==> src/sv/swpg_pkg.sv <==
// swpg_pkg: shared widths, defaults and controller/datapath command types
// for the swap permutation generator; no dependencies
package swpg_pkg;

    localparam int MAX_N_DEFAULT = 8;            // default number of positions held
    localparam int SIZE_W        = 4;            // width of size, level and loop counters
    localparam int ELEM_W        = 4;            // width of one permutation element
    localparam int WORD_W        = 32;           // packed permutation word
    localparam int INDEX_W       = 16;           // running permutation index
    localparam int PACK_SLOTS    = WORD_W / ELEM_W;
    localparam logic [SIZE_W-1:0] SIZE_RESET = SIZE_W'(5);

    // commands from controller to datapath
    typedef struct packed {
        logic accept;   // input beat taken: load identity or set up an advance
        logic rd1;      // fetch loop counter, read first swap operand
        logic rd2;      // read first operand of the second swap
        logic wr;       // complete a swap
        logic step;     // bump or climb the current level
        logic emit;     // load the output register
    } swpg_cmd_t;

    // status from datapath to controller
    typedef struct packed {
        logic new_enum;    // restart requested or no enumeration in progress
        logic n_small;     // single element, nothing to advance
        logic fits;        // current level still has a swap to do
        logic climb_done;  // no level left above the current one
        logic out_free;    // output register can take a beat this cycle
    } swpg_stat_t;

endpackage

==> src/sv/swap_permutation_generator_core.sv <==
// swap_permutation_generator_core: top level, joins the sequencer and the datapath
// depends on swpg_pkg, swpg_ctrl, swpg_datapath
//
// usage
//  - input channel (in_valid / in_stall / restart): each beat asks for one
//    permutation; restart = 1 starts over from the identity 1..n, restart = 0
//    asks for the next one in recursive swap-and-restore order
//  - output channel (out_valid / out_stall): one beat per request carrying
//    perm_word (element j in bits 4j+3..4j, unused positions zero), perm_index
//    and last (set on the final permutation, index n!-1)
//  - after a last beat, or after a size write, the next request starts over
//  - cfg_wr_en / cfg_wr_data write the element count n (1..MAX_N, zero runs
//    as one, larger values saturate); write only while the block is idle
//  - timing: a restart beat goes from the idle state straight to the output state;
//    an advance passes a read and a write state for each level it climbs, then
//    a read and a write for the second swap and the output state, set by the
//    swap unit that reads one store position per cycle
//  - one request is worked at a time; the next is taken as soon as the
//    result sits in the output register, even while out_stall holds it
//  - reset: no enumeration in progress, size 5, output channel empty
module swap_permutation_generator_core #(
    parameter int MAX_N = swpg_pkg::MAX_N_DEFAULT
) (
    input  logic                            clk,
    input  logic                            rst_n,
    // size register
    input  logic                            cfg_wr_en,
    input  logic [swpg_pkg::SIZE_W-1:0]     cfg_wr_data,
    // request channel
    input  logic                            in_valid,
    output logic                            in_stall,
    input  logic                            restart,
    // result channel
    output logic                            out_valid,
    input  logic                            out_stall,
    output logic [swpg_pkg::WORD_W-1:0]     perm_word,
    output logic [swpg_pkg::INDEX_W-1:0]    perm_index,
    output logic                            last
);

    swpg_pkg::swpg_cmd_t  cmd;
    swpg_pkg::swpg_stat_t stat;

    // sequencer: one step of the level walk per cycle; it holds while a result waits for the output register
    swpg_ctrl u_ctrl (
        .clk      (clk),
        .rst_n    (rst_n),
        .in_valid (in_valid),
        .in_stall (in_stall),
        .stat     (stat),
        .cmd      (cmd)
    );

    // storage, swap unit and output register
    swpg_datapath #(
        .MAX_N (MAX_N)
    ) u_datapath (
        .clk         (clk),
        .rst_n       (rst_n),
        .cfg_wr_en   (cfg_wr_en),
        .cfg_wr_data (cfg_wr_data),
        .restart     (restart),
        .out_stall   (out_stall),
        .cmd         (cmd),
        .stat        (stat),
        .out_valid   (out_valid),
        .perm_word   (perm_word),
        .perm_index  (perm_index),
        .last        (last)
    );

endmodule

==> src/sv/swpg_datapath.sv <==
// swpg_datapath: permutation store, per-level loop counters, index count,
// size register and output register; uses swpg_pkg
module swpg_datapath #(
    parameter int MAX_N = swpg_pkg::MAX_N_DEFAULT
) (
    input  logic                            clk,
    input  logic                            rst_n,
    input  logic                            cfg_wr_en,
    input  logic [swpg_pkg::SIZE_W-1:0]     cfg_wr_data,
    input  logic                            restart,
    input  logic                            out_stall,
    input  swpg_pkg::swpg_cmd_t             cmd,
    output swpg_pkg::swpg_stat_t            stat,
    output logic                            out_valid,
    output logic [swpg_pkg::WORD_W-1:0]     perm_word,
    output logic [swpg_pkg::INDEX_W-1:0]    perm_index,
    output logic                            last
);

    localparam int SW     = swpg_pkg::SIZE_W;
    localparam int EW     = swpg_pkg::ELEM_W;
    localparam int AW     = (MAX_N > 1) ? $clog2(MAX_N) : 1;
    localparam int PACK_N = (MAX_N < swpg_pkg::PACK_SLOTS) ? MAX_N : swpg_pkg::PACK_SLOTS;
    localparam logic [SW-1:0] MAX_N_V = SW'(MAX_N);

    logic [EW-1:0]                  store_reg [MAX_N];
    logic [SW-1:0]                  lc_reg [MAX_N];
    logic [EW-1:0]                  tmp_reg;
    logic [SW-1:0]                  k_reg;
    logic [SW-1:0]                  i_reg;
    logic [SW-1:0]                  size_reg;
    logic                           started_reg;
    logic [swpg_pkg::INDEX_W-1:0]   count_reg;
    logic                           out_valid_reg;
    logic [swpg_pkg::WORD_W-1:0]    word_reg;
    logic [swpg_pkg::INDEX_W-1:0]   index_reg;
    logic                           last_reg;

    logic [SW-1:0]                  n_act;
    logic [SW-1:0]                  k_m1;
    logic [SW-1:0]                  lc_rd;
    logic [SW-1:0]                  i_fix;
    logic [SW-1:0]                  i_inc;
    logic [SW-1:0]                  a_pos;
    logic [SW-1:0]                  rd_pos;
    logic [EW-1:0]                  rd_data;
    logic                           new_enum;
    logic                           fits;
    logic                           fin;
    logic [swpg_pkg::WORD_W-1:0]    word;

    // size zero runs as one, oversize saturates
    always_comb
    begin
        if (size_reg == '0)
            n_act = SW'(1);
        else if (size_reg > MAX_N_V)
            n_act = MAX_N_V;
        else
            n_act = size_reg;
    end

    assign new_enum = restart || !started_reg;
    assign k_m1     = k_reg - SW'(1);
    assign lc_rd    = lc_reg[k_m1[AW-1:0]];
    assign i_fix    = (lc_rd == '0 || lc_rd > k_reg) ? SW'(1) : lc_rd;
    assign i_inc    = i_reg + SW'(1);
    assign fits     = (i_inc <= k_reg);
    assign a_pos    = k_reg - i_reg;

    // single read port on the store
    always_comb
    begin
        rd_pos = a_pos;
        if (cmd.rd1)
            rd_pos = k_reg - i_fix;
        else if (cmd.wr)
            rd_pos = k_m1;
        rd_data = store_reg[rd_pos[AW-1:0]];
    end

    // final arrangement: every level counter at its top
    always_comb
    begin
        fin = 1'b1;
        for (int j = 1; j < MAX_N; j++)
        begin
            if (SW'(j) < n_act && lc_reg[j] != SW'(j + 1))
                fin = 1'b0;
        end
    end

    always_comb
    begin
        word = '0;
        for (int j = 0; j < PACK_N; j++)
        begin
            if (SW'(j) < n_act)
                word[EW*j +: EW] = store_reg[j];
        end
    end

    always_comb
    begin
        stat.new_enum   = new_enum;
        stat.n_small    = (n_act < SW'(2));
        stat.fits       = fits;
        stat.climb_done = (k_reg >= n_act);
        stat.out_free   = !out_valid_reg || !out_stall;
    end

    // working storage
    always_ff @(posedge clk)
    begin
        if (cmd.accept)
        begin
            k_reg <= SW'(2);
            if (new_enum)
            begin
                for (int j = 0; j < MAX_N; j++)
                begin
                    store_reg[j] <= (SW'(j) < n_act) ? EW'(j + 1) : '0;
                    lc_reg[j]    <= (j >= 1 && SW'(j) < n_act) ? SW'(1) : '0;
                end
            end
        end
        if (cmd.rd1 || cmd.rd2)
            tmp_reg <= rd_data;
        if (cmd.rd1)
            i_reg <= i_fix;
        if (cmd.wr)
        begin
            for (int j = 0; j < MAX_N; j++)
            begin
                if (AW'(j) == k_m1[AW-1:0])
                    store_reg[j] <= tmp_reg;
                else if (AW'(j) == a_pos[AW-1:0])
                    store_reg[j] <= rd_data;
            end
        end
        if (cmd.step)
        begin
            if (fits)
            begin
                i_reg <= i_inc;
                for (int j = 1; j < MAX_N; j++)
                begin
                    if (AW'(j) == k_m1[AW-1:0])
                        lc_reg[j] <= i_inc;
                    else if (SW'(j) < k_m1)
                        lc_reg[j] <= SW'(1);
                end
            end
            else
            begin
                lc_reg[k_m1[AW-1:0]] <= k_reg;
                k_reg                <= k_reg + SW'(1);
            end
        end
    end

    // control state
    always_ff @(posedge clk or negedge rst_n)
    begin
        if (!rst_n)
        begin
            size_reg      <= swpg_pkg::SIZE_RESET;
            started_reg   <= 1'b0;
            count_reg     <= '0;
            out_valid_reg <= 1'b0;
        end
        else
        begin
            if (cfg_wr_en)
            begin
                size_reg    <= cfg_wr_data;
                started_reg <= 1'b0;
            end
            if (cmd.accept)
            begin
                if (new_enum)
                begin
                    count_reg   <= '0;
                    started_reg <= 1'b1;
                end
                else
                    count_reg <= count_reg + 1'b1;
            end
            if (cmd.emit)
            begin
                out_valid_reg <= 1'b1;
                if (fin)
                    started_reg <= 1'b0;
            end
            else if (!out_stall)
                out_valid_reg <= 1'b0;
        end
    end

    always_ff @(posedge clk)
    begin
        if (cmd.emit)
        begin
            word_reg  <= word;
            index_reg <= count_reg;
            last_reg  <= fin;
        end
    end

    assign out_valid  = out_valid_reg;
    assign perm_word  = word_reg;
    assign perm_index = index_reg;
    assign last       = last_reg;

endmodule

==> src/sv/swpg_ctrl.sv <==
// swpg_ctrl: sequencer that walks the recursion levels one swap at a time
// uses swpg_pkg command and status types
module swpg_ctrl (
    input  logic                    clk,
    input  logic                    rst_n,
    input  logic                    in_valid,
    output logic                    in_stall,
    input  swpg_pkg::swpg_stat_t    stat,
    output swpg_pkg::swpg_cmd_t     cmd
);

    typedef enum logic [2:0] {
        ST_IDLE,
        ST_RD1,
        ST_WR1,
        ST_RD2,
        ST_WR2,
        ST_FIN
    } state_t;

    state_t state_reg;
    state_t state_next;
    logic   in_stall_reg;
    logic   accept;

    assign accept = in_valid && !in_stall_reg;

    always_comb
    begin
        cmd        = '0;
        state_next = state_reg;
        case (state_reg)
            ST_IDLE:
            begin
                cmd.accept = accept;
                if (accept)
                begin
                    if (stat.new_enum || stat.n_small)
                        state_next = ST_FIN;
                    else
                        state_next = ST_RD1;
                end
            end
            ST_RD1:
            begin
                cmd.rd1    = 1'b1;
                state_next = ST_WR1;
            end
            ST_WR1:
            begin
                cmd.wr   = 1'b1;
                cmd.step = 1'b1;
                if (stat.fits)
                    state_next = ST_RD2;
                else if (stat.climb_done)
                    state_next = ST_FIN;
                else
                    state_next = ST_RD1;
            end
            ST_RD2:
            begin
                cmd.rd2    = 1'b1;
                state_next = ST_WR2;
            end
            ST_WR2:
            begin
                cmd.wr     = 1'b1;
                state_next = ST_FIN;
            end
            ST_FIN:
            begin
                if (stat.out_free)
                begin
                    cmd.emit   = 1'b1;
                    state_next = ST_IDLE;
                end
            end
            default:
            begin
                state_next = ST_IDLE;
            end
        endcase
    end

    always_ff @(posedge clk or negedge rst_n)
    begin
        if (!rst_n)
        begin
            state_reg    <= ST_IDLE;
            in_stall_reg <= 1'b0;
        end
        else
        begin
            state_reg    <= state_next;
            in_stall_reg <= (state_next != ST_IDLE);
        end
    end

    assign in_stall = in_stall_reg;

endmodule

==> config.mk <==
export PLATFORM = sky130hd
export DESIGN_NAME = swap_permutation_generator_core
export DESIGN_NICKNAME = d
export VERILOG_FILES = /design/src/sv/swpg_pkg.sv /design/src/sv/swap_permutation_generator_core.sv /design/src/sv/swpg_datapath.sv /design/src/sv/swpg_ctrl.sv
export SDC_FILE = /design/constraint.sdc
export NUM_CORES = 1
export LEC_CHECK = 0
export BUFFER_PORTS_ARGS = -buffer_cell sky130_fd_sc_hd__buf_2
export CAP_MARGIN = 20
export CORE_ASPECT_RATIO = 1.4
export CORE_MARGIN = 2
export CORE_UTILIZATION = 45
export CTS_CLUSTER_SIZE = 16
export DETAILED_ROUTE_END_ITERATION = 16
export SYNTH_ARGS = -nofsm -noshare
export SYNTH_HDL_FRONTEND = slang
export SYNTH_HIERARCHICAL = 1
export SYNTH_SLANG_ARGS = --single-unit
==> constraint.sdc <==
create_clock -name clk -period 6.1 [get_ports clk]
set_input_delay 1.22 -clock clk [delete_from_list [all_inputs] [get_ports clk]]
set_output_delay 1.22 -clock clk [all_outputs]
set_load 0.01 [all_outputs]
==> results of run 1 <==
==> layout by cell type (no fill, tap or decap), types with 7 or more instances in the layout <==
cell	instances
dfrtp_1	24
xnor2_1	7
nor2_1	40
edfxtp_1	117
buf_2	60
nand2_1	59
a22o_1	17
buf_4	17
clkbuf_16	17
o211ai_1	8
nor3_1	11
o21ai_1	10
xor2_1	11
or3_1	10
mux4_2	7
and3_1	12
inv_1	21
nor2b_1	26
ha_1	22
o21ai_0	28
dfxtp_1	8
a21oi_1	22
and2_1	13
a32o_1	8
mux2_2	8
nand3_1	29
mux2i_1	32
==> path summary, 6_finish.rpt <==
path                                             from                          to  slack [ns]  cells past startpoint
hold reg to reg            u_datapath/store_reg[0][3]     u_datapath/perm_word[3]        0.46                      0
setup / recovery                  u_datapath/k_reg[0]  u_datapath/store_reg[3][0]        0.51                     20
min in group asynchronous                       rst_n             u_ctrl/in_stall        0.78                      1
max in group asynchronous                       rst_n     u_datapath/count_reg[2]        4.93                      1
setup reg to reg                  u_datapath/k_reg[0]  u_datapath/store_reg[3][0]        0.51                     20
hold / removal             u_datapath/store_reg[0][3]     u_datapath/perm_word[3]        0.46                      0
==> report_power, final <==
part	internal, mW	switching (mW)
Combinational	1.06	1.78
Sequential	1.54	0.203
Clock	0.621	0.462
==> critical path, stage by stage, from the launching register on <==
cell and delay (ns):
dfxtp_1 0.31, inv_1 0.07, ha_1 0.35, xor2_2 0.57, mux4_2 0.40, nand2_1 0.07
nand2_1 0.10, ha_1 0.33, a2111oi_0 0.10, buf_4 0.15, or3_1 0.40, o311ai_0 0.18
ha_1 0.23, inv_1 0.05, fa_1 0.47, nand2_1 0.04, o21ai_1 0.48, mux2i_1 0.23
mux2i_2 0.50, inv_2 0.08, a22o_1 0.22
==> per-layer routing <==
layer  vias up  GRT usage  share of wire
met5         -          0              0
met4         0     0.1187          0.049
met3        64    0.03881          0.050
met2       230     0.3991           0.52
met1      2893     0.2632           0.38
li1       2721          -              -
==> logic make-up after synthesis <==
family	share of synthesized area
AO/OA/AOI/OAI	0.1287
buffers and inverters	0.03350
multiplexers	0.08337
AND/OR/NAND/NOR	0.1546
adder cells (fa/ha/maj)	0.03927
flip-flops	0.5389
XOR/XNOR	0.02166
==> layout make-up <==
type                            count  area, µm²  share of cell area
Tap cell                          236      295.3             0.03210
Multi-Input combinational cell    482       3443              0.3744
Timing Repair Buffer               77      427.9             0.04652
Sequential cell                   151       4327              0.4704
Clock buffer                       17      425.4             0.04625
Inverter                           25      93.84             0.01020
Clock inverter                     15      185.2             0.02013
==> run_results.csv, run 1 <==
group,metric,value,unit
outcome,outcome,"finished, final reports clean",
cts,clockBufferDepth,2,
global_route,antenna_found_initial,0,
cts,ctsHoldBuffers,0,
pwr,powerDensity,615.6,mW/mm²
detailed_routing,vias,5908,
cts,numCtsBuffers,17,
critical_path,critPathLaunchType,"flop",
critical_path,worst-setup-path-type,"reg -> reg",
yosys,yosysTopAreaCell,"edfxtp_1",
yosys,synthFlopType,"edfxtp_1",
finish,insertedDiodeCount,0,
cts,clk_pin_slew,0.07,ns
critical_path,arrival,5.78,ns
yosys,syn_area,0.008029,mm²
floorplanning,core-area,0.01740,mm²
sta,post-route-period-util,0.9171,
yosys,synth_top_area_share,0.4376,
placed_design,post-dp-hpwl,15.37,mm
detailed_routing,drt-initial-drc-count,389,
sta,period_needed,5.594,ns
detailed_routing,ant_nets,0,
run,max-cap-violations,0,
global_route,grt_max_degree,52,
pwr,power,5.662,mW
yosys,synth_common_cells,"edfxtp_1 (117), nand2_1 (59), nor2_1 (42)",
placed_design,dp_cells,971,
yosys,synth_edf_count,117,
sta,worstMarginPinSlew,1.079,ns
yosys,ys_warn_count,6,
placed_design,place_congestion,0.9717,
yosys,netlist_instances,697,
critical_path,crit_required,6.28,ns
finish,post-route-util,0.5285,
global_route,grt_pass1_wl,32.20,mm
yosys,synthTopCellsByArea,"edfxtp_1 (44%), dfrtp_1 (7.5%), mux2i_1 (4.0%), ha_1 (3.4%), nand2_1 (2.8%)",
yosys,syn_area_per_cell,11.52,µm²
critical_path,cp_max_fo,14,
detailed_routing,routedWlPerCell,20.66,µm
finish,drive_gt1_frac,0.1943,
critical_path,end_kind,"flop",
placed_design,pre_cts_slack,0.5678,ns
sta,hold_slack,0.4641,ns
finish,area.growth.synth_to_final,14.56,%
pwr,ir_drop,0.3082,mV
finish,final_cell_area,0.009198,mm²
detailed_routing,via_per_inst,5.890,
cts,cts_resized,0,
cts,post_cts_buffers,0,
floorplanning,dieArea,0.01894,mm²
finish,fillers,1556,
yosys,synth_seq_cells,151,
cts,cts_root_buffer,"clkbuf_16",
global_route,grt_pass1_vias,5892,
placed_design,portBuffers,60,
cts,clk_latency,0.43,ns
sta,max_slew_margin,0.2706,
yosys,synth.yosys.seq_area_share,0.5389,
sta,fin_setup_tns,0,ns
yosys,synthArstFlopShare,0.1722,
placed_design,post_dp_cell_area,0.008587,mm²
finish,stdcell_count,1003,
yosys,yosysUniqueCellTypes,78,
detailed_routing,drt-total-wl,20.72,mm
floorplanning,die_w,116.9,µm
sta,max_clock_freq,178.8,MHz
floorplanning,initial_utilization,0.4614,
min_path,hold_class,"reg -> reg",
detailed_routing,drtPass1Iterations,5,
sta,finalHoldViolations,0,
sta,finalSetupViolations,0,
detailed_routing,drc,0,
pwr,p_leak,3.589,nW
cts,cts_tree,"built",
sta,fin_ws,0.5056,ns
yosys,yosysMostFrequentCell,"edfxtp_1",
floorplanning,fp-row-count,57,
sta,fin_worst_skew,0.01009,ns
global_route,grt.total_usage,0.2281,
floorplanning,die_y,162.0,µm
finish,fin_nets,788,
cts,cts_sinks,151,
sta,rsz0062_at_grt,"no",
sta,report.final.slew_viol_count,0,
floorplanning,io_pins,61,
cts,cts_max_level,4,
yosys,synth_fp_nets,731,
global_route,overflow,0,
(Power assumes the default switching activity.)
==> run 2, diff against run 1 <==
--- a/config.mk
+++ b/config.mk
@@ -14,5 +14,5 @@
 export DETAILED_ROUTE_END_ITERATION = 16
+export PLACE_DENSITY = 0.65
 export SYNTH_ARGS = -nofsm -noshare
 export SYNTH_HDL_FRONTEND = slang
-export SYNTH_HIERARCHICAL = 1
 export SYNTH_SLANG_ARGS = --single-unit
==> constraint.sdc (replaced) <==
create_clock -name clk -period 6.1 [get_ports clk]
set_input_delay 0.61 -clock clk [delete_from_list [all_inputs] [get_ports clk]]
set_output_delay 0.61 -clock clk [all_outputs]
set_load 0.01 [all_outputs]
==> run 2 against run 1 <==
Synthesized cell count is 1.9% higher. Count of clock-buffer cells in the layout rose by 1. Clock power shrank 4%. Combinational power is 12% higher. Critical endpoint is now u_datapath.store_reg[3][0]. Area after synthesis is 1.8% lower. Critical path type unchanged. Global-route usage up 1.2 points. Via count grew 2.4%. Total power is 5.9% higher. Wire length up 4.6%. Critical path depth decreased by 1. Cell count up 1.4%.
==> run_results.csv, run 2 <==
group,metric,value,unit
outcome,outcome,"finished, final reports clean",
cts,clockBufferDepth,2,
critical_path,slowest_delay,0.66,ns
floorplanning,io_pins,61,
yosys,synthFlopType,"edfxtp_1",
floorplanning,initial_utilization,0.4569,
placed_design,place_congestion,0.9561,
cts,cts_root_buffer,"clkbuf_16",
sta,finalSetupViolations,0,
sta,fin_setup_tns,0,ns
cts,clk_pin_slew,0.07,ns
cts,cts_max_level,4,
cts,post_cts_buffers,0,
sta,max_slew_margin,0.2708,
floorplanning,die_w,115.9,µm
cts,cts_sinks,151,
sta,hold_slack,0.1889,ns
critical_path,crit_slowest_cell,"nor3_2",
finish,final_common_cell,"edfxtp_1",
sta,fin_ws,0.5660,ns
sta,finalHoldViolations,0,
critical_path,cp_max_fo,19,
finish,insertedDiodeCount,0,
floorplanning,fp-row-count,57,
yosys,synth_fp_nets,744,
pwr,p_leak,3.497,nW
min_path,hold_class,"in -> async",
placed_design,portBuffers,60,
critical_path,arrival,5.79,ns
yosys,yosysTopAreaCell,"edfxtp_1",
cts,numCtsBuffers,17,
detailed_routing,drtPass1Iterations,5,
yosys,netlist_instances,710,
yosys,synthTopCellsByArea,"edfxtp_1 (45%), dfrtp_1 (7.6%), mux2i_1 (3.8%), ha_1 (3.5%), o21ai_0 (3.3%)",
yosys,syn_area_per_cell,11.11,µm²
sta,period_needed,5.534,ns
yosys,ys_warn_count,0,
sta,worstMarginPinSlew,1.084,ns
critical_path,crit_chain,"inv_1 > ha_1 > xor2_1 > buf_4 > mux4_2 > nand2_1 > nand2_1 > ha_1 > a2111oi_0 > or2_2 > o311ai_0 > ha_1 > inv_1 > fa_1 > nor3b_1 > nor3_2 > mux2_2 > mux2_2 > a211oi_1",
global_route,grt_pass1_wl,33.45,mm
yosys,synth.yosys.seq_area_share,0.5486,
floorplanning,dieArea,0.01862,mm²
critical_path,critPathLaunchType,"flop",
global_route,grt_pass1_vias,6113,
placed_design,post-dp-hpwl,15.85,mm
yosys,synth_top_area_share,0.4455,
detailed_routing,routedWlPerCell,21.31,µm
sta,fin_worst_skew,0.008694,ns
finish,area.growth.synth_to_final,14.68,%
detailed_routing,ant_nets,0,
global_route,antenna_found_initial,0,
detailed_routing,drc,0,
detailed_routing,drt-initial-drc-count,549,
floorplanning,core-area,0.01726,mm²
yosys,yosysMostFrequentCell,"edfxtp_1",
critical_path,worst-setup-path-type,"reg -> reg",
sta,rsz0062_at_grt,"no",
finish,mostFrequentLayoutCells,"edfxtp_1 (117), nand2_1 (65), buf_2 (60)",
placed_design,pre_cts_slack,0.6671,ns
sta,post-route-period-util,0.9072,
cts,cts_resized,0,
detailed_routing,drt-total-wl,21.67,mm
global_route,grt_max_degree,51,
yosys,syn_area,0.007886,mm²
global_route,grt.total_usage,0.2404,
yosys,synth_common_cells,"edfxtp_1 (117), nand2_1 (65), o21ai_0 (52)",
pwr,powerDensity,662.8,mW/mm²
critical_path,crit_required,6.35,ns
finish,fin_nets,802,
cts,clk_latency,0.43,ns
sta,max_clock_freq,180.7,MHz
cts,ctsHoldBuffers,0,
detailed_routing,via_per_inst,5.947,
critical_path,crit_family,"simple AND/OR/NAND/NOR gates",
cts,cts_tree,"built",
critical_path,cpMostUsedCell,"ha_1",
yosys,yosysUniqueCellTypes,67,
yosys,synth_edf_count,117,
yosys,synthArstFlopShare,0.1722,
run,max-cap-violations,0,
floorplanning,die_y,160.6,µm
finish,drive_gt1_frac,0.1754,
detailed_routing,vias,6048,
yosys,synth_seq_cells,151,
critical_path,end_kind,"flop",
pwr,ir_drop,0.3826,mV
sta,report.final.slew_viol_count,0,
critical_path,worstPathBufferInverterCount,3,
global_route,overflow,0,
run 2: stage by stage:
step | instance area [µm²] | std cells | util | total power [mW]
6_report | 9044 | 1017 | 0.5240 | 5.994
5_1_grt | 9044 | 1017 | 0.5240 | 6.320
4_1_cts | 9032 | 1016 | 0.5233 | 5.960
3_5_place_dp | 8452 | 984 | 0.4897 | 4.912
3_3_place_gp | 8452 | 984 | 0.4897 | 4.819
2_1_floorplan | 7886 | 710 | - | 3.875
run 2: final timing paths:
check / from / end / slack [ns] / cells after the start
setup / recovery: u_datapath.k_reg[0] / u_datapath.store_reg[3][0] / 0.57 / 19
min in group clk: cfg_wr_data[2] / u_datapath.size_reg[2] / 0.42 / 2
setup reg to reg: u_datapath.k_reg[0] / u_datapath.store_reg[3][0] / 0.57 / 19
hold reg to reg: u_datapath.store_reg[0][3] / u_datapath.perm_word[3] / 0.47 / 0
hold / removal: rst_n / u_datapath.count_reg[15] / 0.19 / 1
max in group asynchronous: rst_n / u_datapath.count_reg[2] / 5.51 / 1
run 2: metal layers:
metal | wire, µm | global-route usage | vias to the layer above
met3 | 1179 | 0.03811 | 82
li1 | - | - | 2746
met5 | 0 | 0 | -
met2 | 11280 | 0.4219 | 292
met1 | 7962 | 0.2700 | 2928
met4 | 1245 | 0.1439 | 0
run 2: area by class of cell:
| type | instances | area (µm²) |
|---|---|---|
| Clock inverter | 14 | 151.4 |
| Sequential cell | 151 | 4327 |
| Tap cell | 236 | 295.3 |
| Fill cell | 1568 | 8215 |
| Multi-Input combinational cell | 494 | 3312 |
| Timing Repair Buffer | 76 | 424.2 |
| Inverter | 28 | 105.1 |
| Clock buffer | 18 | 429.2 |
run 2: cell families after synthesis:
kind of cell             share of synthesized area
AND/OR/NAND/NOR                             0.1628
adder cells (fa/ha/maj)                    0.03998
flip-flops                                  0.5486
buffers and inverters                      0.03316
XOR/XNOR                                   0.02332
AO/OA/AOI/OAI                               0.1169
multiplexers                               0.07520
run 2: where the power goes:
group          total (mW)  internal, mW  switching (mW)
logic                3.18          1.16            2.02
clock network        1.04         0.581           0.457
registers            1.78          1.55           0.224
total                5.99          3.30            2.70
